### config.mk
export PLATFORM = sky130hd
export DESIGN_NAME = source_char_tokenizer_unit_flat
export DESIGN_NICKNAME = d
export VERILOG_FILES = /design/src/rtl/sctok_pkg.sv /design/src/rtl/sctok_if.sv /design/src/rtl/sctok_step.sv /design/src/rtl/source_char_tokenizer_unit.sv /design/src/flat_wrapper.sv
export SDC_FILE = /design/constraint.sdc
export NUM_CORES = 1
export LEC_CHECK = 0
export BUFFER_PORTS_ARGS = -buffer_cell sky130_fd_sc_hd__buf_2
export CAP_MARGIN = 15
export CORE_MARGIN = 2
export CORE_UTILIZATION = 35
export CTS_CLUSTER_SIZE = 25
export DETAILED_ROUTE_END_ITERATION = 7
export PLACE_DENSITY = 0.5
export SLEW_MARGIN = 20
export SYNTH_ARGS = -nofsm -noshare
export SYNTH_HDL_FRONTEND = slang
export SYNTH_HIERARCHICAL = 1
export SYNTH_SLANG_ARGS = --single-unit
### constraint.sdc
create_clock -name clk -period 6.55 [get_ports clk]
set_input_delay 0.655 -clock clk [delete_from_list [all_inputs] [get_ports clk]]
set_output_delay 0.655 -clock clk [all_outputs]
set_load 0.02 [all_outputs]
### src/rtl/sctok_pkg.sv
// shared types, character codes and constants for the source character tokenizer
`timescale 1ns / 1ps
`default_nettype none

package sctok_pkg;

  localparam int LINE_BITS_DEF   = 16;
  localparam int COLUMN_BITS_DEF = 12;

  // results one item can cause at most
  localparam int MAX_RES      = 4;
  localparam int RES_IDX_BITS = $clog2(MAX_RES);
  localparam int RES_CNT_BITS = $clog2(MAX_RES + 1);

  localparam logic [7:0] CH_NL    = 8'h0a;
  localparam logic [7:0] CH_TAB   = 8'h09;
  localparam logic [7:0] CH_SPACE = 8'h20;
  localparam logic [7:0] CH_US    = 8'h5f;
  localparam logic [7:0] CH_DOT   = 8'h2e;
  localparam logic [7:0] CH_EQ    = 8'h3d;
  localparam logic [7:0] CH_GT    = 8'h3e;
  localparam logic [7:0] CH_LT    = 8'h3c;
  localparam logic [7:0] CH_SLASH = 8'h2f;
  localparam logic [7:0] CH_PLUS  = 8'h2b;
  localparam logic [7:0] CH_MINUS = 8'h2d;
  localparam logic [7:0] CH_AMP   = 8'h26;
  localparam logic [7:0] CH_BAR   = 8'h7c;
  localparam logic [7:0] CH_DQUOTE = 8'h22;
  localparam logic [7:0] CH_SQUOTE = 8'h27;

  typedef enum logic [3:0] {
    M_IDLE,
    M_NUM,
    M_IDENT,
    M_OP1,
    M_OP2,
    M_COMMENT,
    M_STRING,
    M_CHAR1,
    M_CHAR2
  } scan_mode_t;

  typedef enum logic [2:0] {
    KIND_NUMBER,
    KIND_IDENT,
    KIND_SYMBOL,
    KIND_STRING,
    KIND_CHAR,
    KIND_END
  } tok_kind_t;

  typedef enum logic [2:0] {
    ERR_NONE,
    ERR_SECOND_DOT,
    ERR_TRAILING_DOT,
    ERR_UNTERMINATED,
    ERR_INVALID
  } tok_err_t;

  // scanner state apart from positions
  typedef struct packed {
    scan_mode_t mode;
    logic       dot_seen;
    logic       held_first;
    logic       held_err;
    logic [7:0] pend0;
    logic [7:0] pend1;
  } scan_state_t;

  // one result apart from its position
  typedef struct packed {
    tok_kind_t  kind;
    logic [7:0] chr;
    logic       first;
    logic       last;
    tok_err_t   err;
  } tok_info_t;

  function automatic tok_info_t mk_info(input tok_kind_t kind, input logic [7:0] chr,
                                        input logic first, input logic last,
                                        input tok_err_t err);
    tok_info_t r;
    r.kind  = kind;
    r.chr   = chr;
    r.first = first;
    r.last  = last;
    r.err   = err;
    return r;
  endfunction

endpackage

`default_nettype wire

### src/rtl/sctok_if.sv
// valid/ready channel interfaces for source bytes and token results
`timescale 1ns / 1ps
`default_nettype none

interface sctok_in_if;
  logic       valid;
  logic       ready;
  logic [7:0] source_byte;
  logic       end_of_source;

  modport source (output valid, output source_byte, output end_of_source, input ready);
  modport sink (input valid, input source_byte, input end_of_source, output ready);
endinterface

interface sctok_out_if #(
  parameter int LINE_BITS   = sctok_pkg::LINE_BITS_DEF,
  parameter int COLUMN_BITS = sctok_pkg::COLUMN_BITS_DEF
);
  logic                   valid;
  logic                   ready;
  logic [2:0]             token_kind;
  logic [7:0]             token_byte;
  logic                   token_first;
  logic                   token_last;
  logic [LINE_BITS-1:0]   line_number;
  logic [COLUMN_BITS-1:0] column_number;
  logic [2:0]             error_code;
  logic                   run_last;

  modport source (
    output valid, output token_kind, output token_byte, output token_first,
    output token_last, output line_number, output column_number, output error_code,
    output run_last, input ready
  );
  modport sink (
    input valid, input token_kind, input token_byte, input token_first,
    input token_last, input line_number, input column_number, input error_code,
    input run_last, output ready
  );
endinterface

`default_nettype wire

### src/rtl/sctok_step.sv
// next-state and result logic of the scanner for one source byte
`timescale 1ns / 1ps
`default_nettype none

module sctok_step #(
  parameter int LINE_BITS   = sctok_pkg::LINE_BITS_DEF,
  parameter int COLUMN_BITS = sctok_pkg::COLUMN_BITS_DEF
) (
  input  logic [7:0]              b,
  input  logic                    fin,
  input  sctok_pkg::scan_state_t  st,
  input  logic [LINE_BITS-1:0]    ln,
  input  logic [COLUMN_BITS-1:0]  cl,
  input  logic [LINE_BITS-1:0]    hln0,
  input  logic [COLUMN_BITS-1:0]  hcl0,
  input  logic [LINE_BITS-1:0]    hln1,
  input  logic [COLUMN_BITS-1:0]  hcl1,
  output sctok_pkg::scan_state_t  st_nxt,
  output logic [LINE_BITS-1:0]    ln_nxt,
  output logic [COLUMN_BITS-1:0]  cl_nxt,
  output logic [LINE_BITS-1:0]    hln0_nxt,
  output logic [COLUMN_BITS-1:0]  hcl0_nxt,
  output logic [LINE_BITS-1:0]    hln1_nxt,
  output logic [COLUMN_BITS-1:0]  hcl1_nxt,
  output sctok_pkg::tok_info_t    info [sctok_pkg::MAX_RES],
  output logic [LINE_BITS-1:0]    rec_ln [sctok_pkg::MAX_RES],
  output logic [COLUMN_BITS-1:0]  rec_cl [sctok_pkg::MAX_RES],
  output logic [sctok_pkg::RES_CNT_BITS-1:0] n
);
  import sctok_pkg::*;

  function automatic logic is_digit(input logic [7:0] c);
    return c >= 8'h30 && c <= 8'h39;
  endfunction

  function automatic logic is_alpha(input logic [7:0] c);
    return (c >= 8'h61 && c <= 8'h7a) || (c >= 8'h41 && c <= 8'h5a);
  endfunction

  function automatic logic is_opchar(input logic [7:0] c);
    return c == CH_EQ || c == CH_LT || c == CH_GT || c == 8'h21 || c == CH_PLUS ||
           c == CH_MINUS || c == 8'h2a || c == CH_SLASH || c == 8'h25;
  endfunction

  function automatic logic is_single(input logic [7:0] c);
    return c == 8'h28 || c == 8'h29 || c == 8'h2c || c == 8'h7b || c == 8'h7d ||
           c == 8'h5b || c == 8'h5d || c == 8'h3a || c == 8'h3f || c == 8'h3b;
  endfunction

  function automatic logic [LINE_BITS-1:0] sat_ln(input logic [LINE_BITS-1:0] v);
    return (&v) ? v : v + LINE_BITS'(1);
  endfunction

  function automatic logic [COLUMN_BITS-1:0] sat_cl(input logic [COLUMN_BITS-1:0] v);
    return (&v) ? v : v + COLUMN_BITS'(1);
  endfunction

  function automatic tok_err_t close_err(input logic num, input logic held_err,
                                         input logic [7:0] c);
    if (held_err) return ERR_SECOND_DOT;
    if (num && c == CH_DOT) return ERR_TRAILING_DOT;
    return ERR_NONE;
  endfunction

  logic                    is_num;
  logic                    cont;
  logic                    do_begin;
  logic [7:0]              p;
  logic [LINE_BITS-1:0]    eln;
  logic [RES_IDX_BITS-1:0] k;

  always_comb begin
    st_nxt   = st;
    hln0_nxt = hln0;
    hcl0_nxt = hcl0;
    hln1_nxt = hln1;
    hcl1_nxt = hcl1;
    n        = '0;
    k        = '0;
    do_begin = 1'b0;
    is_num   = 1'b0;
    cont     = 1'b0;
    eln      = '0;
    p        = st.pend0;
    for (int i = 0; i < MAX_RES; i++) begin
      info[i]   = '0;
      rec_ln[i] = '0;
      rec_cl[i] = '0;
    end

    unique case (st.mode)
      M_NUM, M_IDENT: begin
        is_num = (st.mode == M_NUM);
        cont   = is_num ? (is_digit(b) || b == CH_DOT)
                        : (is_alpha(b) || is_digit(b) || b == CH_US);
        k = n[RES_IDX_BITS-1:0];
        if (cont) begin
          // the held char is now known not to be the last one
          info[k]   = mk_info(is_num ? KIND_NUMBER : KIND_IDENT, p, st.held_first, 1'b0,
                              st.held_err ? ERR_SECOND_DOT : ERR_NONE);
          rec_ln[k] = hln0;
          rec_cl[k] = hcl0;
          n         = n + 1'b1;
          st_nxt.held_err   = is_num && b == CH_DOT && st.dot_seen;
          st_nxt.held_first = 1'b0;
          if (is_num && b == CH_DOT) st_nxt.dot_seen = 1'b1;
          st_nxt.pend0 = b;
          hln0_nxt     = ln;
          hcl0_nxt     = cl;
        end else begin
          info[k]   = mk_info(is_num ? KIND_NUMBER : KIND_IDENT, p, st.held_first, 1'b1,
                              close_err(is_num, st.held_err, p));
          rec_ln[k] = hln0;
          rec_cl[k] = hcl0;
          n         = n + 1'b1;
          st_nxt.mode = M_IDLE;
          do_begin    = 1'b1;
        end
      end
      M_OP1: begin
        if ((p == CH_PLUS && b == CH_PLUS) ||
            (p == CH_MINUS && (b == CH_MINUS || b == CH_GT)) ||
            (p == CH_AMP && b == CH_AMP) || (p == CH_BAR && b == CH_BAR) ||
            (p == CH_DOT && b == CH_DOT) || (b == CH_EQ && is_opchar(p) && p != CH_LT &&
             !(p == CH_SLASH && b == CH_SLASH))) begin
          info[0]   = mk_info(KIND_SYMBOL, p, 1'b1, 1'b0, ERR_NONE);
          rec_ln[0] = hln0;
          rec_cl[0] = hcl0;
          info[1]   = mk_info(KIND_SYMBOL, b, 1'b0, 1'b1, ERR_NONE);
          rec_ln[1] = ln;
          rec_cl[1] = cl;
          n         = RES_CNT_BITS'(2);
          st_nxt.mode = M_IDLE;
        end else if (p == CH_SLASH && b == CH_SLASH) begin
          st_nxt.mode = M_COMMENT;
        end else if (p == CH_LT && b == CH_EQ) begin
          // may still grow into the three-char compare
          st_nxt.pend1 = b;
          hln1_nxt     = ln;
          hcl1_nxt     = cl;
          st_nxt.mode  = M_OP2;
        end else begin
          info[0]   = mk_info(KIND_SYMBOL, p, 1'b1, 1'b1, ERR_NONE);
          rec_ln[0] = hln0;
          rec_cl[0] = hcl0;
          n         = RES_CNT_BITS'(1);
          st_nxt.mode = M_IDLE;
          do_begin    = 1'b1;
        end
      end
      M_OP2: begin
        info[0]   = mk_info(KIND_SYMBOL, p, 1'b1, 1'b0, ERR_NONE);
        rec_ln[0] = hln0;
        rec_cl[0] = hcl0;
        info[1]   = mk_info(KIND_SYMBOL, st.pend1, 1'b0, (b != CH_GT), ERR_NONE);
        rec_ln[1] = hln1;
        rec_cl[1] = hcl1;
        n         = RES_CNT_BITS'(2);
        st_nxt.mode = M_IDLE;
        if (b == CH_GT) begin
          info[2]   = mk_info(KIND_SYMBOL, b, 1'b0, 1'b1, ERR_NONE);
          rec_ln[2] = ln;
          rec_cl[2] = cl;
          n         = RES_CNT_BITS'(3);
        end else begin
          do_begin = 1'b1;
        end
      end
      M_COMMENT: begin
        if (b == CH_NL) st_nxt.mode = M_IDLE;
      end
      M_STRING: begin
        rec_ln[0] = ln;
        rec_cl[0] = cl;
        n         = RES_CNT_BITS'(1);
        if (b == CH_DQUOTE) begin
          info[0]     = mk_info(KIND_STRING, b, 1'b0, 1'b1, ERR_NONE);
          st_nxt.mode = M_IDLE;
        end else if (b == CH_NL) begin
          info[0]     = mk_info(KIND_STRING, b, 1'b0, 1'b1, ERR_UNTERMINATED);
          st_nxt.mode = M_IDLE;
        end else begin
          info[0] = mk_info(KIND_STRING, b, 1'b0, fin, fin ? ERR_UNTERMINATED : ERR_NONE);
        end
      end
      M_CHAR1: begin
        info[0]     = mk_info(KIND_CHAR, b, 1'b0, fin, fin ? ERR_UNTERMINATED : ERR_NONE);
        rec_ln[0]   = ln;
        rec_cl[0]   = cl;
        n           = RES_CNT_BITS'(1);
        st_nxt.mode = M_CHAR2;
      end
      M_CHAR2: begin
        info[0]     = mk_info(KIND_CHAR, b, 1'b0, 1'b1, ERR_NONE);
        rec_ln[0]   = ln;
        rec_cl[0]   = cl;
        n           = RES_CNT_BITS'(1);
        st_nxt.mode = M_IDLE;
      end
      default: begin
        do_begin = 1'b1;
      end
    endcase

    // start of a new token with this byte
    if (do_begin) begin
      st_nxt.mode = M_IDLE;
      k = n[RES_IDX_BITS-1:0];
      if (is_digit(b) || is_alpha(b) || b == CH_US) begin
        st_nxt.mode       = is_digit(b) ? M_NUM : M_IDENT;
        st_nxt.pend0      = b;
        hln0_nxt          = ln;
        hcl0_nxt          = cl;
        st_nxt.held_first = 1'b1;
        st_nxt.held_err   = 1'b0;
        st_nxt.dot_seen   = 1'b0;
      end else if (is_opchar(b) || b == CH_AMP || b == CH_BAR || b == CH_DOT) begin
        st_nxt.mode  = M_OP1;
        st_nxt.pend0 = b;
        hln0_nxt     = ln;
        hcl0_nxt     = cl;
      end else if (b == CH_SPACE || b == CH_TAB || b == CH_NL) begin
        st_nxt.mode = M_IDLE;
      end else begin
        rec_ln[k] = ln;
        rec_cl[k] = cl;
        n         = n + 1'b1;
        if (is_single(b)) begin
          info[k] = mk_info(KIND_SYMBOL, b, 1'b1, 1'b1, ERR_NONE);
        end else if (b == CH_DQUOTE) begin
          info[k]     = mk_info(KIND_STRING, b, 1'b1, fin, fin ? ERR_UNTERMINATED : ERR_NONE);
          st_nxt.mode = M_STRING;
        end else if (b == CH_SQUOTE) begin
          info[k]     = mk_info(KIND_CHAR, b, 1'b1, fin, fin ? ERR_UNTERMINATED : ERR_NONE);
          st_nxt.mode = M_CHAR1;
        end else begin
          info[k] = mk_info(KIND_SYMBOL, b, 1'b1, 1'b1, ERR_INVALID);
        end
      end
    end

    if (b == CH_NL) begin
      ln_nxt = sat_ln(ln);
      cl_nxt = COLUMN_BITS'(1);
    end else begin
      ln_nxt = ln;
      cl_nxt = sat_cl(cl);
    end

    // end of source: flush what is held, then the end token, then back to reset
    if (fin) begin
      eln = sat_ln(ln_nxt);
      k   = n[RES_IDX_BITS-1:0];
      if (st_nxt.mode == M_NUM || st_nxt.mode == M_IDENT) begin
        is_num    = (st_nxt.mode == M_NUM);
        info[k]   = mk_info(is_num ? KIND_NUMBER : KIND_IDENT, st_nxt.pend0,
                            st_nxt.held_first, 1'b1,
                            close_err(is_num, st_nxt.held_err, st_nxt.pend0));
        rec_ln[k] = hln0_nxt;
        rec_cl[k] = hcl0_nxt;
        n         = n + 1'b1;
      end else if (st_nxt.mode == M_OP1 || st_nxt.mode == M_OP2) begin
        info[k]   = mk_info(KIND_SYMBOL, st_nxt.pend0, 1'b1, (st_nxt.mode == M_OP1),
                            ERR_NONE);
        rec_ln[k] = hln0_nxt;
        rec_cl[k] = hcl0_nxt;
        n         = n + 1'b1;
        if (st_nxt.mode == M_OP2) begin
          k         = n[RES_IDX_BITS-1:0];
          info[k]   = mk_info(KIND_SYMBOL, st_nxt.pend1, 1'b0, 1'b1, ERR_NONE);
          rec_ln[k] = hln1_nxt;
          rec_cl[k] = hcl1_nxt;
          n         = n + 1'b1;
        end
      end
      k         = n[RES_IDX_BITS-1:0];
      info[k]   = mk_info(KIND_END, 8'h00, 1'b1, 1'b1, ERR_NONE);
      rec_ln[k] = eln;
      rec_cl[k] = cl_nxt;
      n         = n + 1'b1;
      st_nxt.mode       = M_IDLE;
      st_nxt.dot_seen   = 1'b0;
      st_nxt.held_first = 1'b0;
      st_nxt.held_err   = 1'b0;
      ln_nxt            = LINE_BITS'(1);
      cl_nxt            = COLUMN_BITS'(1);
    end
  end

endmodule

`default_nettype wire

### src/rtl/source_char_tokenizer_unit.sv
// top level of the streaming source character tokenizer
`timescale 1ns / 1ps
`default_nettype none

// Takes one source byte per item and returns every token character as its own
// result, with kind, first/last marks, line, column and an error code. A byte
// is scanned in the cycle it is accepted and its results (zero to four) land in
// a four-slot result register, visible the cycle after acceptance, that drains
// one result per cycle while the output is ready. The next byte is taken once
// the register is empty or in the cycle the last result of the previous byte
// leaves, so a byte that yields several results holds the input until they
// have drained. Up to two bytes of lookahead (identifiers, numbers, operators,
// "<=") are held inside, so a character comes out when its role is known.
module source_char_tokenizer_unit #(
  parameter int LINE_BITS   = sctok_pkg::LINE_BITS_DEF,
  parameter int COLUMN_BITS = sctok_pkg::COLUMN_BITS_DEF
) (
  input  logic        clk,
  input  logic        rst_n,
  sctok_in_if.sink    in_ch,
  sctok_out_if.source out_ch
);
  import sctok_pkg::*;

  scan_state_t            st_r;
  scan_state_t            st_nxt;
  logic [LINE_BITS-1:0]   ln_r, ln_nxt;
  logic [COLUMN_BITS-1:0] cl_r, cl_nxt;
  logic [LINE_BITS-1:0]   hln0_r, hln0_nxt, hln1_r, hln1_nxt;
  logic [COLUMN_BITS-1:0] hcl0_r, hcl0_nxt, hcl1_r, hcl1_nxt;

  tok_info_t              info [MAX_RES];
  logic [LINE_BITS-1:0]   rec_ln [MAX_RES];
  logic [COLUMN_BITS-1:0] rec_cl [MAX_RES];
  logic [RES_CNT_BITS-1:0] n;

  tok_info_t              buf_info_r [MAX_RES];
  logic [LINE_BITS-1:0]   buf_ln_r [MAX_RES];
  logic [COLUMN_BITS-1:0] buf_cl_r [MAX_RES];
  logic [MAX_RES-1:0]     buf_last_r;
  logic [RES_CNT_BITS-1:0] cnt_r;

  logic accept;
  logic pop;

  sctok_step #(
    .LINE_BITS   (LINE_BITS),
    .COLUMN_BITS (COLUMN_BITS)
  ) u_step (
    .b        (in_ch.source_byte),
    .fin      (in_ch.end_of_source),
    .st       (st_r),
    .ln       (ln_r),
    .cl       (cl_r),
    .hln0     (hln0_r),
    .hcl0     (hcl0_r),
    .hln1     (hln1_r),
    .hcl1     (hcl1_r),
    .st_nxt   (st_nxt),
    .ln_nxt   (ln_nxt),
    .cl_nxt   (cl_nxt),
    .hln0_nxt (hln0_nxt),
    .hcl0_nxt (hcl0_nxt),
    .hln1_nxt (hln1_nxt),
    .hcl1_nxt (hcl1_nxt),
    .info     (info),
    .rec_ln   (rec_ln),
    .rec_cl   (rec_cl),
    .n        (n)
  );

  // new item once the result register is empty or its last result is leaving
  assign in_ch.ready = (cnt_r == '0) || (cnt_r == RES_CNT_BITS'(1) && out_ch.ready);
  assign accept      = in_ch.valid && in_ch.ready;
  assign pop         = out_ch.valid && out_ch.ready;

  // an all-zero state is the idle mode
  always_ff @(posedge clk) begin
    if (!rst_n) begin
      st_r       <= '0;
      ln_r       <= LINE_BITS'(1);
      cl_r       <= COLUMN_BITS'(1);
    end else if (accept) begin
      st_r <= st_nxt;
      ln_r <= ln_nxt;
      cl_r <= cl_nxt;
    end
  end

  always_ff @(posedge clk) begin
    if (accept) begin
      hln0_r <= hln0_nxt;
      hcl0_r <= hcl0_nxt;
      hln1_r <= hln1_nxt;
      hcl1_r <= hcl1_nxt;
    end
  end

  always_ff @(posedge clk) begin
    if (!rst_n) begin
      cnt_r <= '0;
    end else if (accept) begin
      cnt_r <= n;
    end else if (pop) begin
      cnt_r <= cnt_r - 1'b1;
    end
  end

  always_ff @(posedge clk) begin
    if (accept) begin
      for (int i = 0; i < MAX_RES; i++) begin
        buf_info_r[i] <= info[i];
        buf_ln_r[i]   <= rec_ln[i];
        buf_cl_r[i]   <= rec_cl[i];
        buf_last_r[i] <= (n == RES_CNT_BITS'(i + 1));
      end
    end else if (pop) begin
      for (int i = 0; i < MAX_RES - 1; i++) begin
        buf_info_r[i] <= buf_info_r[i + 1];
        buf_ln_r[i]   <= buf_ln_r[i + 1];
        buf_cl_r[i]   <= buf_cl_r[i + 1];
        buf_last_r[i] <= buf_last_r[i + 1];
      end
    end
  end

  assign out_ch.valid         = (cnt_r != '0);
  assign out_ch.token_kind    = buf_info_r[0].kind;
  assign out_ch.token_byte    = buf_info_r[0].chr;
  assign out_ch.token_first   = buf_info_r[0].first;
  assign out_ch.token_last    = buf_info_r[0].last;
  assign out_ch.error_code    = buf_info_r[0].err;
  assign out_ch.line_number   = buf_ln_r[0];
  assign out_ch.column_number = buf_cl_r[0];
  assign out_ch.run_last      = buf_last_r[0];

endmodule

`default_nettype wire

### src/flat_wrapper.sv
// flat-port wrapper written by rule: the top's interface ports become plain ports
module source_char_tokenizer_unit_flat import sctok_pkg::*;
#(
  parameter int LINE_BITS   = sctok_pkg::LINE_BITS_DEF,
  parameter int COLUMN_BITS = sctok_pkg::COLUMN_BITS_DEF
)
  (clk, rst_n, in_ch_valid, in_ch_source_byte, in_ch_end_of_source, in_ch_ready, out_ch_valid, out_ch_token_kind, out_ch_token_byte, out_ch_token_first, out_ch_token_last, out_ch_line_number, out_ch_column_number, out_ch_error_code, out_ch_run_last, out_ch_ready);
  sctok_in_if in_ch_i ();
  sctok_out_if #(.LINE_BITS(LINE_BITS), .COLUMN_BITS(COLUMN_BITS)) out_ch_i ();
  input  logic clk;
  input  logic rst_n;
  input wire logic [$bits(in_ch_i.valid)-1:0] in_ch_valid;
  input wire logic [$bits(in_ch_i.source_byte)-1:0] in_ch_source_byte;
  input wire logic [$bits(in_ch_i.end_of_source)-1:0] in_ch_end_of_source;
  output wire logic [$bits(in_ch_i.ready)-1:0] in_ch_ready;
  output wire logic [$bits(out_ch_i.valid)-1:0] out_ch_valid;
  output wire logic [$bits(out_ch_i.token_kind)-1:0] out_ch_token_kind;
  output wire logic [$bits(out_ch_i.token_byte)-1:0] out_ch_token_byte;
  output wire logic [$bits(out_ch_i.token_first)-1:0] out_ch_token_first;
  output wire logic [$bits(out_ch_i.token_last)-1:0] out_ch_token_last;
  output wire logic [$bits(out_ch_i.line_number)-1:0] out_ch_line_number;
  output wire logic [$bits(out_ch_i.column_number)-1:0] out_ch_column_number;
  output wire logic [$bits(out_ch_i.error_code)-1:0] out_ch_error_code;
  output wire logic [$bits(out_ch_i.run_last)-1:0] out_ch_run_last;
  input wire logic [$bits(out_ch_i.ready)-1:0] out_ch_ready;
  assign in_ch_i.valid = in_ch_valid;
  assign in_ch_i.source_byte = in_ch_source_byte;
  assign in_ch_i.end_of_source = in_ch_end_of_source;
  assign in_ch_ready = in_ch_i.ready;
  assign out_ch_valid = out_ch_i.valid;
  assign out_ch_token_kind = out_ch_i.token_kind;
  assign out_ch_token_byte = out_ch_i.token_byte;
  assign out_ch_token_first = out_ch_i.token_first;
  assign out_ch_token_last = out_ch_i.token_last;
  assign out_ch_line_number = out_ch_i.line_number;
  assign out_ch_column_number = out_ch_i.column_number;
  assign out_ch_error_code = out_ch_i.error_code;
  assign out_ch_run_last = out_ch_i.run_last;
  assign out_ch_i.ready = out_ch_ready;
  source_char_tokenizer_unit #(.LINE_BITS(LINE_BITS), .COLUMN_BITS(COLUMN_BITS)) u_core (.clk(clk), .rst_n(rst_n), .in_ch(in_ch_i), .out_ch(out_ch_i));
endmodule
==> results of run 1 <==
per-stage QoR:
stage | setup WS, ns | hold WS (ns) | std cells | instance area [sq um]
6_report | 0.621 | 0.471 | 3154 | 23500
5_1_grt | 0.242 | 0.487 | 3153 | 23500
4_1_cts | 0.756 | 0.463 | 3153 | 23500
3_5_place_dp | 0.425 | 0.463 | 3084 | 22300
3_3_place_gp | 0.475 | 0.458 | 3084 | 22300
2_1_floorplan | 0.599 | 0.432 | 2385 | 21300
worst max-delay path, cell delays in order, from the launching register on:
cell       delay, ns
dfxtp_1         0.64
nand2b_1        0.23
nor3_1          0.58
nand3_1         0.21
o2111ai_1       0.18
buf_4           0.19
o211a_4         0.33
nor2_1          0.17
xor2_1          0.34
ha_1            0.31
a221oi_1        0.45
inv_1           0.13
ha_1            0.24
inv_1           0.16
nand2_1         0.45
a221oi_1        0.45
nor3b_1         0.25
a211oi_1        0.07
mux2_2          0.27
cell families after synthesis:
family	after synthesis	share of synthesized area [%]
multiplexers	165	8.61
buffers and inverters	299	6.55
adder cells (fa/ha/maj)	19	1.11
XOR/XNOR	31	1.27
flip-flops	290	38.3
AO/OA/AOI/OAI	790	27.0
AND/OR/NAND/NOR	791	17.2
metal layers:
layer  vias up  wire [um]  track usage [%]  share of wire (%)
met4         2       4830             14.0                5.2
met5         -         13                0              0.014
li1       8914          -                -                  -
met1     10100      38100             38.4                 41
met3       309       8830             5.46                9.6
met2      1328      40400             43.4                 44
final timing paths:
check | start | slack (ns) | cells after the start | end
worst max register to register | u_core/st_r[19]$_SDFFE_PN0P_ | 0.62 | 18 | u_core/buf_ln_r[0][10]$_DFFE_PP_
worst min register to register | u_core/st_r[0]$_SDFFE_PN0P_ | 0.47 | 2 | u_core/st_r[0]$_SDFFE_PN0P_
worst min-delay path | u_core/st_r[0]$_SDFFE_PN0P_ | 0.47 | 2 | u_core/st_r[0]$_SDFFE_PN0P_
worst max-delay path | u_core/st_r[19]$_SDFFE_PN0P_ | 0.62 | 18 | u_core/buf_ln_r[0][10]$_DFFE_PP_
state kept, by name, summed over array words and instances, names as in the netlist:
signal and flops:
u_core/cl_r 12, u_core/buf_last_r 4, u_core/buf_ln_r 64, u_core/hln1_r 16
u_core/hcl1_r 12, u_core/st_r 23, u_core/cnt_r 3, u_core/buf_cl_r 48
u_core/ln_r 16, u_core/buf_info_r 64, u_core/hln0_r 16, u_core/hcl0_r 12
layout by cell type (no fill, tap or decap), types with 17 or more instances in the layout:
master	Yosys	layout
nor3_1	45	44
o22ai_1	24	24
a21boi_1	33	33
ha_1	19	19
clkbuf_16	0	39
buf_4	36	98
dfxtp_1	54	54
nand3_1	48	48
a22oi_1	67	67
o21ai_0	127	127
a211oi_1	33	33
mux2_2	147	146
edfxtp_1	236	236
a221oi_1	74	74
xnor2_1	18	18
a22o_1	24	24
buf_2	56	58
mux2i_1	18	18
a21oi_1	121	120
a21o_1	20	20
and3_1	17	17
inv_1	53	52
o221ai_1	17	17
a21boi_0	22	22
nor2_1	166	164
a221o_1	34	34
nand2_1	383	381
cell type report:
class	count	area [sq um]	area share [%]
tap	782	978	4.16
multi-input combinational	1796	11800	50.4
inverter	56	218	0.927
clock inverter	18	144	0.612
sequential	290	8170	34.8
antenna	1	2.50	0.0107
clock buffer	51	1030	4.39
timing repair buffer	160	1110	4.71
power by group through the flow:
| stage | combinational, mW | sequential [mW] | clock, mW |
|---|---|---|---|
| floorplan | 1.93 | 3.19 | 0 |
| global placement | 2.97 | 3.17 | 0 |
| detailed placement | 2.98 | 3.18 | 0 |
| CTS | 2.99 | 3.15 | 2.07 |
| global route | 3.19 | 3.21 | 2.14 |
| finish | 3.03 | 3.14 | 2.03 |
==> out/qor.yml, run 1 <==
cells_and_area:
  final_util_pct: 39.0
  fillers: 6000
  layout-drive-gt1-share_pct: 18.3
  nets: 2374
  area_delta_synth_final_pct: 10.2
global_routing:
  grt_max_degree: 133
  overflow: 0
  grtUsageTotal_pct: 28.4
  grt_pass1_wl_um: 134000
  antenna_found_initial: 1
  grt_pass1_vias: 19700
floorplan:
  rows: 90
  die_h_um: 251
  core_sq_um: 60200
  fp.dieW_um: 251
  start_util_pct: 35.4
  io_pins: 60
  die_area_sq_um: 62900
worst_setup_path:
  crit_path_start_kind: "flop"
  critPathMaxFanout: 14
  endpoint_kind: "flop"
  critical_path_arrival_ns: 6.24
  cp.required_ns: 6.86
  worstSetupPathType: "flop to flop"
pwr:
  p_clk_share_pct: 24.7
  power.density_nw_per_um2: 349
  ir_drop_mv: 0.950
  power_switching_mw: 3.23
  sw_frac_of_total_pct: 39.4
  p_seq_share_pct: 38.3
  p_int_mw: 4.97
  finalPower_mw: 8.20
  p_comb_share_pct: 37.0
  power_leakage_nw: 8.30
synth:
  synth_fp_nets: 2417
  yosysWarnings: 6
  yosysMostFrequentCell: "nand2_1"
  synthCells: 2385
  yosys.cell_types.count: 107
  ys.flop_type: "edfxtp_1"
  synth-seq-cells: 290
  yosys-top-cells-area: "edfxtp_1 33%, mux2_2 7.8%, nand2_1 6.7%"
  ys_seq_area_share_pct: 38.3
  synth_common_cells: "383 x nand2_1, 236 x edfxtp_1, 166 x nor2_1"
  synth.avg_cell_area_sq_um: 8.94
  synth_area_sq_um: 21300
  async_flop_share_pct: 0
  synth_top_cell_by_area: "edfxtp_1"
  yosysTopAreaCellShare_pct: 33.2
  synth-edff-count: 236
cts:
  numCtsBuffers: 38
  clock_latency_ns: 0.58
  clock-sinks: 290
  cts_setup_buffers: 0
  cts-root-buf: "clkbuf_16"
  ctsHoldBuffers: 0
  post_cts_resized: 0
  clk_path_buf_depth: 3
  cts_tree: "built"
  htree_levels: 2
  path_clk_slew_ns: 0.05
drt:
  drc: 0
  via_per_inst: 6.56
  wirelength_um: 92200
  antenna_left: 0
  dr.pass1.iters: 6
  vias: 20700
  avgRoutedWirePerCell_um: 29.2
  drt_iter0_drc: 2526
flow_run:
  drv_cap: 0
sta:
  setup_viol: 0
  slew_viol_final: 0
  finalHoldViolCount: 0
  min_period_ns: 5.93
  tightest_slew_ns: 1.32
  rsz0062_at_grt: "no"
  finalSetupTns_ns: 0
  finClkSkew_ns: 0.0244
  relSlewSlack_pct: 11.8
  min_period_over_period_pct: 90.5
  timing.fmax_ghz: 0.169
status:
  outcome: "finished clean"
place:
  globalplace.congestion: 0.965
  hpwl_um: 59100
  io_buffers: 59
hold_path:
  hp-class: "flop to flop"
Power figures use the tool's default switching activity.
==> inputs of run 2 (changes only) <==
Settings changed: ABC_AREA set to 1, ABC_CLOCK_PERIOD_IN_PS set to 6550.
==> out/qor.yml, run 2 <==
worst_setup_path:
  cp-startpoint: "u_core/st_r[22]$_SDFFE_PN0P_"
  critical_path_arrival_ns: 5.66
  crit_slowest_cell: "nor2_1"
  endpoint_kind: "flop"
  cp.required_ns: 6.96
  worstSetupPathType: "flop to flop"
  critPathBufInv: 8
  cpPeakStageDelay_ns: 0.42
  critPathTopFamily: "simple AND/OR/NAND/NOR gates"
  worstReg2RegStart: "u_core/st_r[22]$_SDFFE_PN0P_"
  critPathMaxFanout: 13
  crit_chain: "inv_1 > nand2_1 > nor2_2 > clkinv_1 > nor2_1 > inv_1 > nand4_1 > inv_1 > ha_1 > o21ai_0 > buf_4 > inv_1 > ha_2 > a22oi_1 > nand2_1 > ha_1 > nor2_1 > inv_1 > buf_4 > nor2_1 > o21ai_0 > o21ai_1 > nand2_1 > o21ai_0"
  crit_top_cell: "inv_1"
  crit_path_start_kind: "flop"
cells_and_area:
  layout-drive-gt1-share_pct: 10.8
  nets: 3630
  layoutNonFillerInstCount: 4560
  final_cell_mix: "1122 x nand2_1, 377 x inv_1, 333 x o21ai_0, 279 x nand3_1, 236 x edfxtp_1"
  top_regs: "u_core/buf_info_r (64), u_core/buf_ln_r (64), u_core/buf_cl_r (48)"
  layout_commonest_cell: "nand2_1"
  area_delta_synth_final_pct: 8.60
  diodes: 0
  final_util_pct: 38.5
drt:
  antenna_left: 0
  vias: 26300
  wirelength_um: 113000
  drt_iter0_drc: 3727
  dr.pass1.iters: 6
  drc: 0
  via_per_inst: 5.77
  avgRoutedWirePerCell_um: 24.9
cts:
  cts_setup_buffers: 0
  ctsHoldBuffers: 0
  htree_levels: 2
  post_cts_resized: 0
  numCtsBuffers: 40
  path_clk_slew_ns: 0.06
  clock_latency_ns: 0.60
  clock-sinks: 290
  clk_path_buf_depth: 3
  cts-root-buf: "clkbuf_16"
  cts_tree: "built"
synth:
  synth_top_cell_by_area: "edfxtp_1"
  synth-edff-count: 236
  yosys-top-cells-area: "edfxtp_1 29%, nand2_1 17%, o21ai_0 6.9%"
  synthCells: 3668
  ys.flop_type: "edfxtp_1"
  yosys.cell_types.count: 66
  yosysMostFrequentCell: "nand2_1"
  synth_area_sq_um: 24300
  yosysTopAreaCellShare_pct: 29.2
  synth_common_cells: "1124 x nand2_1, 379 x inv_1, 333 x o21ai_0"
  synth-seq-cells: 290
  yosysWarnings: 6
  async_flop_share_pct: 0
  ys_seq_area_share_pct: 33.6
  synth_fp_nets: 3700
  synth.avg_cell_area_sq_um: 6.62
pwr:
  ir_drop_mv: 0.192
  power.density_nw_per_um2: 360
  sw_frac_of_total_pct: 46.0
  p_clk_share_pct: 22.8
  power_leakage_nw: 11.1
  p_int_mw: 5.12
  p_seq_share_pct: 33.8
  power_switching_mw: 4.37
  p_comb_share_pct: 43.4
sta:
  min_period_ns: 5.24
  slew_viol_final: 0
  relSlewSlack_pct: 21.3
  tightest_slew_ns: 1.18
  whs_ns: 0.427
  finClkSkew_ns: 0.0338
  min_period_over_period_pct: 80.1
  timing.fmax_ghz: 0.191
  rsz0062_at_grt: "no"
  finalSetupTns_ns: 0
  finalHoldViolCount: 0
  setup_viol: 0
global_routing:
  grt_pass1_vias: 24000
  antenna_found_initial: 3
  overflow: 0
  grt_pass1_wl_um: 164000
  grtUsageTotal_pct: 31.2
  grt_max_degree: 77
floorplan:
  core_sq_um: 68600
  io_pins: 60
  die_area_sq_um: 71500
  fp.dieW_um: 267
  start_util_pct: 35.4
  die_h_um: 267
  rows: 96
status:
  outcome: "finished clean"
flow_run:
  drv_cap: 0
place:
  hpwl_um: 71900
  dp.cells: 4487
  globalplace.congestion: 0.925
  io_buffers: 59
hold_path:
  hold_path_startpoint: "rst_n"
  hp-class: "input pin to flop"
run 2: changes by cell type in the layout (fill, tap and decap cells not counted), sizes merged, moves of 51 or more:
cell / previous run / this run
nand2: 384 / 1152
inv: 55 / 430
o21ai: 146 / 450
nand3: 49 / 295
mux2: 147 / 0
a221oi: 74 / 3
nor2: 169 / 238
a21boi: 56 / 5
run 2: area by class of cell:
cell class,instances,area (sq um)
fill,7351,42200
multi-input combinational,2677,13100
sequential,290,8170
inverter,442,1670
tap,931,1160
clock buffer,55,1070
timing repair buffer,147,1010
clock inverter,18,166
run 2: power groups by stage:
stage	logic (mW)	registers (mW)	clock network (mW)
floorplan	2.53	3.34	0
global placement	4.02	3.24	0
detailed placement	4.03	3.24	0
CTS	4.04	3.21	2.20
global route	4.43	3.27	2.26
finish	4.13	3.21	2.16
run 2: final timing paths:
path	cells past startpoint	end	slack, ns
worst max-delay path	24	u_core/buf_cl_r[0][5]$_DFFE_PP_	1.31
worst min-delay path	2	u_core/cl_r[0]$_SDFFE_PN1P_	0.43
worst max register to register	24	u_core/buf_cl_r[0][5]$_DFFE_PP_	1.31
worst min register to register	2	u_core/st_r[4]$_SDFFE_PN0P_	0.46
run 2: kinds of logic (layout without fill, tap and decap cells):
family          after synthesis  count (layout)  share of synthesized area [%]
xor+xnor                     22              22                          0.824
compound gates              875             875                           21.4
fa+ha+maj                    19              19                          0.979
buf+inv                     701             662                           12.5
simple gates               1761            1761                           30.7
flops                       290             290                           33.6
run 2: metal layers:
layer | wire length [um] | track usage (%) | part of all wire [%] | up-vias
li1 | - | - | - | 12100
met1 | 47100 | 43.0 | 42 | 12300
met2 | 48000 | 47.2 | 42 | 1618
met3 | 13300 | 7.10 | 12 | 327
met4 | 4910 | 12.2 | 4.3 | 2
met5 | 11 | 0 | 0.0097 | -
run 2: through the flow:
stage | instance area (sq um) | setup slack [ns] | power [mW]
floorplan | 24300 | 2.00 | 5.87
global placement | 25100 | 1.04 | 7.26
detailed placement | 25100 | 1.05 | 7.27
CTS | 26400 | 1.47 | 9.45
global route | 26400 | 1.06 | 9.96
finish | 26400 | 1.31 | 9.50
run 2: worst reg2reg max path, cell delays in order (launching register included):
cell	delay, ns
dfxtp_1	0.31
inv_1	0.12
nand2_1	0.17
nor2_2	0.17
clkinv_1	0.31
nor2_1	0.43
inv_1	0.19
nand4_1	0.22
inv_1	0.13
ha_1	0.28
o21ai_0	0.16
buf_4	0.16
inv_1	0.06
ha_2	0.27
a22oi_1	0.18
nand2_1	0.12
ha_1	0.26
nor2_1	0.27
inv_1	0.21
buf_4	0.28
nor2_1	0.14
o21ai_0	0.08
o21ai_1	0.38
nand2_1	0.09
o21ai_0	0.10
